`src/rtl/cac_pkg.sv`:
```
// Shared types and codes for the clock/alarm/countdown block.
// No dependencies; clock_alarm_countdown and cac_hms_step import this package.
`default_nettype none

package cac_pkg;

    localparam int HOURS_W   = 5;
    localparam int MINUTES_W = 6;
    localparam int SECONDS_W = 6;
    localparam int ACTION_W  = 3;

    localparam logic [HOURS_W-1:0]   MAX_HOURS   = HOURS_W'(23);
    localparam logic [MINUTES_W-1:0] MAX_MINUTES = MINUTES_W'(59);
    localparam logic [SECONDS_W-1:0] MAX_SECONDS = SECONDS_W'(59);

    typedef enum logic [ACTION_W-1:0] {
        ACT_TICK       = 3'd0,
        ACT_SET_CLOCK  = 3'd1,
        ACT_SET_ALARM  = 3'd2,
        ACT_LOAD_TIMER = 3'd3,
        ACT_VIEW       = 3'd4,
        ACT_TOGGLE_SIG = 3'd5
    } t_action;

    typedef struct packed {
        logic [HOURS_W-1:0]   hours;
        logic [MINUTES_W-1:0] minutes;
        logic [SECONDS_W-1:0] seconds;
    } t_hms;

    typedef struct packed {
        logic [ACTION_W-1:0]  action;
        logic [HOURS_W-1:0]   value_hours;
        logic [MINUTES_W-1:0] value_minutes;
        logic [SECONDS_W-1:0] value_seconds;
    } t_req;

    typedef struct packed {
        logic [HOURS_W-1:0]   shown_hours;
        logic [MINUTES_W-1:0] shown_minutes;
        logic [SECONDS_W-1:0] shown_seconds;
        logic                 alarm_ring;
        logic                 timer_done;
        logic                 alarm_waiting;
        logic                 timer_ready;
        logic                 showing_timer;
        logic [8:0]           second_angle;
        logic [8:0]           minute_angle;
        logic [9:0]           hour_angle;
    } t_rsp;

endpackage

`default_nettype wire

```
`src/rtl/cac_hms_step.sv`:
```
// One-second step of an h:m:s value, up or down, wrapping at 24 hours.
// Depends on cac_pkg (t_hms and field limits).
`default_nettype none

module cac_hms_step (
    input  cac_pkg::t_hms i_time,
    input  logic          i_down,
    output cac_pkg::t_hms o_time
);
    import cac_pkg::*;

    always_comb begin
        o_time = i_time;
        if (i_down) begin
            // borrow ripples from seconds up through hours
            if (i_time.seconds != '0) begin
                o_time.seconds = i_time.seconds - SECONDS_W'(1);
            end else begin
                o_time.seconds = MAX_SECONDS;
                if (i_time.minutes != '0) begin
                    o_time.minutes = i_time.minutes - MINUTES_W'(1);
                end else begin
                    o_time.minutes = MAX_MINUTES;
                    if (i_time.hours != '0) begin
                        o_time.hours = i_time.hours - HOURS_W'(1);
                    end else begin
                        o_time.hours = MAX_HOURS;
                    end
                end
            end
        end else begin
            if (i_time.seconds != MAX_SECONDS) begin
                o_time.seconds = i_time.seconds + SECONDS_W'(1);
            end else begin
                o_time.seconds = '0;
                if (i_time.minutes != MAX_MINUTES) begin
                    o_time.minutes = i_time.minutes + MINUTES_W'(1);
                end else begin
                    o_time.minutes = '0;
                    if (i_time.hours != MAX_HOURS) begin
                        o_time.hours = i_time.hours + HOURS_W'(1);
                    end else begin
                        o_time.hours = '0;
                    end
                end
            end
        end
    end

endmodule

`default_nettype wire
```
`config.mk`:
```
export PLATFORM = sky130hd
export DESIGN_NAME = cac_hms_step
export DESIGN_NICKNAME = d
export VERILOG_FILES = /design/src/rtl/cac_pkg.sv /design/src/rtl/cac_hms_step.sv
export SDC_FILE = /design/constraint.sdc
export NUM_CORES = 1
export LEC_CHECK = 0
export BUFFER_PORTS_ARGS = -buffer_cell sky130_fd_sc_hd__buf_2
export CAP_MARGIN = 20
export CORE_MARGIN = 5
export CORE_UTILIZATION = 35
export DETAILED_ROUTE_END_ITERATION = 16
export GPL_TIMING_DRIVEN = 0
export PLACE_DENSITY = 0.63
export SLEW_MARGIN = 10
export SYNTH_ARGS = -nofsm -noshare
export SYNTH_HDL_FRONTEND = slang
export SYNTH_SLANG_ARGS = --single-unit
```
`constraint.sdc`:
```
create_clock -name vclk -period 2
set_input_delay 0.2 -clock vclk [all_inputs]
set_output_delay 0.2 -clock vclk [all_outputs]
set_load 0.02 [all_outputs]
```
==> results.txt, run 1 <==
DIE HEIGHT: 63.2 um
Total inserted antenna cells: 0
Top post-synthesis cells by area: ha_1 7.6%, nand4_1 6.3%, nand2_1 5.3%
First-pass GRT wire length: 5200 um
Vias in the first global route: 1133
Count of cell types in the netlist: 49
Worst hold path class: in -> out
Hold WS: 0.790 ns
Initial core utilization: 0.363
Slew HR: 0.707
Leakage Power: 0.000513 uW
Met3 Routed Length: 259 um
Synth Area per Inst: 6.32 um2
Core ar.: 2730 um2
Yosys top cell area share: 0.0757
Crit path max fanout: 7
Register area: 0 um2
Hold Vio Cnt, Final: 0
RSZ-0062 raised after global routing: yes
Peak Freq: 0.529 GHz
Top cell family by delay on the critical path: buffers and inverters
DR WL met2: 1520 um
Port Buffer Count: 31
CP arrival: 1.69 ns
CP endpoint: o_time[9]
FF+latch count: 0
Hold_sp: i_time[12]
Largest net degree at the start of global routing: 11
DRT Pass-1 Iters: 4
Slew Limit Fails: 0
Synth area leader: ha_1
Num ports: 35
Required time of the worst setup path: 1.80 ns
Row count: 19
Core Util, Final: 0.450
Post-layout min period: 1.89 ns
Pwr Density: 197 nW/um2
Highest routed metal layer: met3
Setup TNS Final: 0 ns
Peak VDD IR: 99.0 uV
MaxCap Viol Count: 0
Gr usage total: 0.147
Initial antenna violation count: 0
Post-synthesis cell count: 157
Layout cells sized above 1: 0.274
Area Growth Syn to Fin: 24.1%
Number of DRC markers in iteration 0: 49
Die area: 4000 um2
Final period util: 0.946
Critical Path Sink Type: output port
Nets: 216
Horizontal die dimension: 63.2 um
Synthesized area: 992 um2
Final Wtd Congestion: 0.879
Startpoint class of the critical path: input pin
Critical Path Max Stage Delay: 0.23 ns
Status: finished clean
Via density: 5.93
CP Launch Point: i_time[0]
Total Wirelength: 3250 um
Metal-1 WL: 1470 um
Final setup fails: 0
Syn Nets: 181
Worst Max-Slew Pin Slew: 0.439 ns
Worst path depth: 9
Clk_buf instances: 0
DP HPWL: 2510 um
Crit path kind: in -> out
Seq/Total Area, Yosys: 0
Critical path's slowest cell: a31o_2
Residual DRC count: 0
Cell Chain, Critical Path: buf_2 > inv_1 > ha_4 > and2_0 > clkbuf_4 > and2_4 > a31o_2 > a211oi_2 > buf_4
Total gr overflow: 0
Synth Warn #: 0
Via count: 1311
WL per Instance: 14.7 um
Antenna-violating nets left: 0
Worst Path Buf+Inv: 4
[power breakdown]
part / switching [uW] / leakage, uW / total, uW / internal (uW)
Sequential: 0 / 0 / 0 / 0
Clock: 0 / 0 / 0 / 0
Combinational: 152 / 0.000513 / 243 / 91.1
Total: 152 / 0.000513 / 243 / 91.1
[worst min-delay path by stage]
stage                       to  slack, ns  depth (start not counted)
floorplan            o_time[6]       0.53                          1
global placement     o_time[6]       0.78                          3
detailed placement  o_time[12]       0.79                          3
CTS                 o_time[12]       0.79                          3
global route         o_time[6]       0.83                          3
finish              o_time[12]       0.79                          3
[cells by family (layout without fill, tap and decap cells)]
logic type	Yosys count	count (layout)	share of synthesized area
fa+ha+maj	6	6	0.0757
buf+inv	24	57	0.111
xor+xnor	2	2	0.0177
mux	2	2	0.0202
compound gates	44	44	0.308
simple gates	79	79	0.468
[area by class of cell]
cell class / count / area [um2]
buffer: 12 / 70.1
fill: 312 / 1500
inverter: 12 / 45.0
multi-input combinational: 133 / 905
tap: 31 / 38.8
timing repair buffer: 33 / 173
[layer usage]
| metal | track usage | up-vias |
|---|---|---|
| met5 | 0 | - |
| met4 | 0 | 0 |
| met3 | 0.0195 | 0 |
| met2 | 0.255 | 46 |
| met1 | 0.204 | 603 |
| li1 | - | 662 |
[layout by cell type, fill, tap and decap left out, types with 3 or more instances in the layout]
cell type,count
inv_1,12
nand4_1,10
ha_1,4
buf_4,5
o21ai_0,10
nor3_1,7
nand2_1,14
o211ai_1,3
nor2_1,11
clkbuf_1,3
buf_2,35
a21oi_1,6
and2_1,3
nor4_1,3
o21ai_1,3
nand3_1,9
o311ai_1,3
and3_1,4
[through the flow]
stage / std cells / total power, uW / setup slack [ns] / area [um2]
after detailed placement: 219 / 235 / -0.149 / 1190
after floorplan: 157 / 152 / 0.173 / 992
final: 221 / 243 / 0.109 / 1230
after global placement: 219 / 230 / -0.0946 / 1190
after CTS: 219 / 237 / 0.0000425 / 1190
after global routing: 221 / 265 / -0.0159 / 1230
[synthesized netlist by cell type (all sizes together) (4+ instances only)]
library cell and number:
and3 4, nand4 10, clkbuf 5, and2 6, inv 12, a21oi 6, nor4 5, nor3 7
o21ai 13, nand3 9, nor2 11, buf 7, nand2 14, ha 6
[timing repair]
action,4_1_cts,5_1_grt
buffers inserted,0,2
resized for setup,3,10
pin swaps,0,3
endpoints found under the setup margin,9,6
hold buffers,0,0
(Power assumes the default switching activity.)
==> run 2, diff against run 1 <==
- CORE_ASPECT_RATIO: unset -> 1.25
- PLACE_DENSITY: 0.63 -> unset
==> results.txt, run 2 (synthesized netlist as in run 1, its figures left out) <==
Status: finished clean
Residual DRC count: 0 (unchanged)
Final Wtd Congestion: 0.819 (-6.9%)
Clk_buf instances: 0 (unchanged)
Nets: 214 (-0.93%)
Slew Limit Fails: 0 (unchanged)
Vias in the first global route: 1253 (+11%)
Final period util: 0.949 (+0.00284)
Power, Total: 240 uW (-1.3%)
Peak VDD IR: 84.5 uV (-15%)
Pre-CTS setup slack: -0.141 ns (+0.00799 ns)
Hold Vio Cnt, Final: 0 (unchanged)
RSZ-0062 raised after global routing: no
DP HPWL: 2500 um (-0.26%)
Hold WS: 0.789 ns (-0.000659 ns)
FF+latch count: 0 (unchanged)
Commonest cells after routing, fill and taps aside: 34 x buf_2, 14 x nand2_1, 12 x inv_1
First-pass GRT wire length: 5370 um (+3.2%)
Number of DRC markers in iteration 0: 54 (+10%)
Total inserted antenna cells: 0 (unchanged)
Cell Chain, Critical Path: buf_2 > inv_1 > ha_4 > and2_0 > clkbuf_2 > nand4_1 > a2bb2oi_1 > xnor2_1 > buf_2
Setup ws final: 0.103 ns (-0.00567 ns)
WL per Instance: 14.3 um (-2.9%)
Slew HR: 0.635 (-0.0719)
Crit path kind: in -> out
Area Growth Syn to Fin: 22.2%
Final setup fails: 0 (unchanged)
Port Buffer Count: 31 (unchanged)
Total gr overflow: 0 (unchanged)
Via count: 1342 (+2.4%)
Required time of the worst setup path: 1.80 ns (about the same)
Total Wirelength: 3170 um (-2.5%)
Die area: 4010 um2 (+0.16%)
Leakage Power: 0.000500 uW (-2.5%)
Antenna-violating nets left: 0 (unchanged)
Horizontal die dimension: 57.6 um (-8.9%)
Startpoint class of the critical path: input pin
Via density: 6.05 (+1.9%)
Critical Path Max Stage Delay: 0.21 ns (-0.02 ns)
DRT Pass-1 Iters: 4 (unchanged)
Layout cells sized above 1: 0.255 (-0.0184)
Largest net degree at the start of global routing: 11 (unchanged)
Initial antenna violation count: 0 (unchanged)
Commonest non-fill, non-tap cell in the layout: buf_2
Row count: 21 (+2)
Core ar.: 2710 um2 (-1.0%)
Critical path's slowest cell: nand4_1
Post-layout min period: 1.90 ns (+0.00567 ns)
Worst Max-Slew Pin Slew: 0.543 ns (+0.104 ns)
Critical Path Sink Type: output port
Gr usage total: 0.153 (+0.00641)
Worst hold path class: in -> out
MaxCap Viol Count: 0 (unchanged)
Initial core utilization: 0.367 (+0.00369)
DIE HEIGHT: 69.5 um (+9.9%)
Peak Freq: 0.527 GHz (-0.30%)
Register area: 0 um2 (unchanged)
Crit path max fanout: 7 (unchanged)
Num ports: 35 (unchanged)
Pwr Density: 198 nW/um2 (+0.23%)
CP arrival: 1.70 ns (about the same)
Setup TNS Final: 0 ns (unchanged)
Most common cell on crit path: buf_2
-- run 2: changes by cell type in the layout (fill, tap and decap cells not counted) --
cell      previous run  this run
buf_2               35        34
buf_4                5         3
nor2b_1              2         3
clkbuf_2             0         2
and4_1               1         2
and4_4               1         0
nor2b_2              1         0
clkbuf_4             1         0
-- run 2: per-stage QoR --
| step | util | std cells | instance area [um2] |
|---|---|---|---|
| 5_1_grt | 0.448 | 222 | 1210 |
| 6_report | 0.448 | 222 | 1210 |
| 3_5_place_dp | 0.440 | 222 | 1190 |
| 3_3_place_gp | 0.440 | 222 | 1190 |
| 2_1_floorplan | - | 157 | 992 |
| 4_1_cts | 0.442 | 222 | 1190 |
-- run 2: timing repair --
action / CTS / global route
gates resized for setup: 3 / 5
pin swaps: 0 / 0
setup buffers: 0 / 0
hold buffers: 0 / 0
endpoints found under the setup margin: 6 / 5
-- run 2: report_power, final --
| part | switching [uW] | leakage, uW | internal (uW) |
|---|---|---|---|
| Sequential | 0 | 0 | 0 |
| Combinational | 150 | 0.000500 | 89.4 |
| Clock | 0 | 0 | 0 |
| Total | 150 | 0.000500 | 89.4 |
-- run 2: layout make-up --
cell class                      instances  area [um2]
Timing Repair Buffer                   31         158
Tap cell                               34        42.5
Multi-Input combinational cell        133         900
Inverter                               12        45.0
Fill cell                             294        1490
Buffer                                 12        67.6
-- run 2: critical path: cells and delay by family --
kind / cells / cell delay (ns)
and+or+nand+nor: 2 / 0.33
AOI/OAI and AO/OA: 1 / 0.21
xor gates and xnor gates: 1 / 0.13
adders and majority gates: 1 / 0.19
buffers and inverters: 4 / 0.62
-- run 2: worst paths after layout --
path	start	to	slack, ns	depth (start not counted)
max	i_time[0]	o_time[14]	0.10	9
min	i_time[12]	o_time[12]	0.79	3
-- run 2: layer usage --
layer,global-route usage,up-vias,routed length (um)
met2,0.279,49,1590
met5,0,-,0
li1,-,668,-
met3,0.00931,2,209
met1,0.196,623,1360
met4,0.0232,0,12
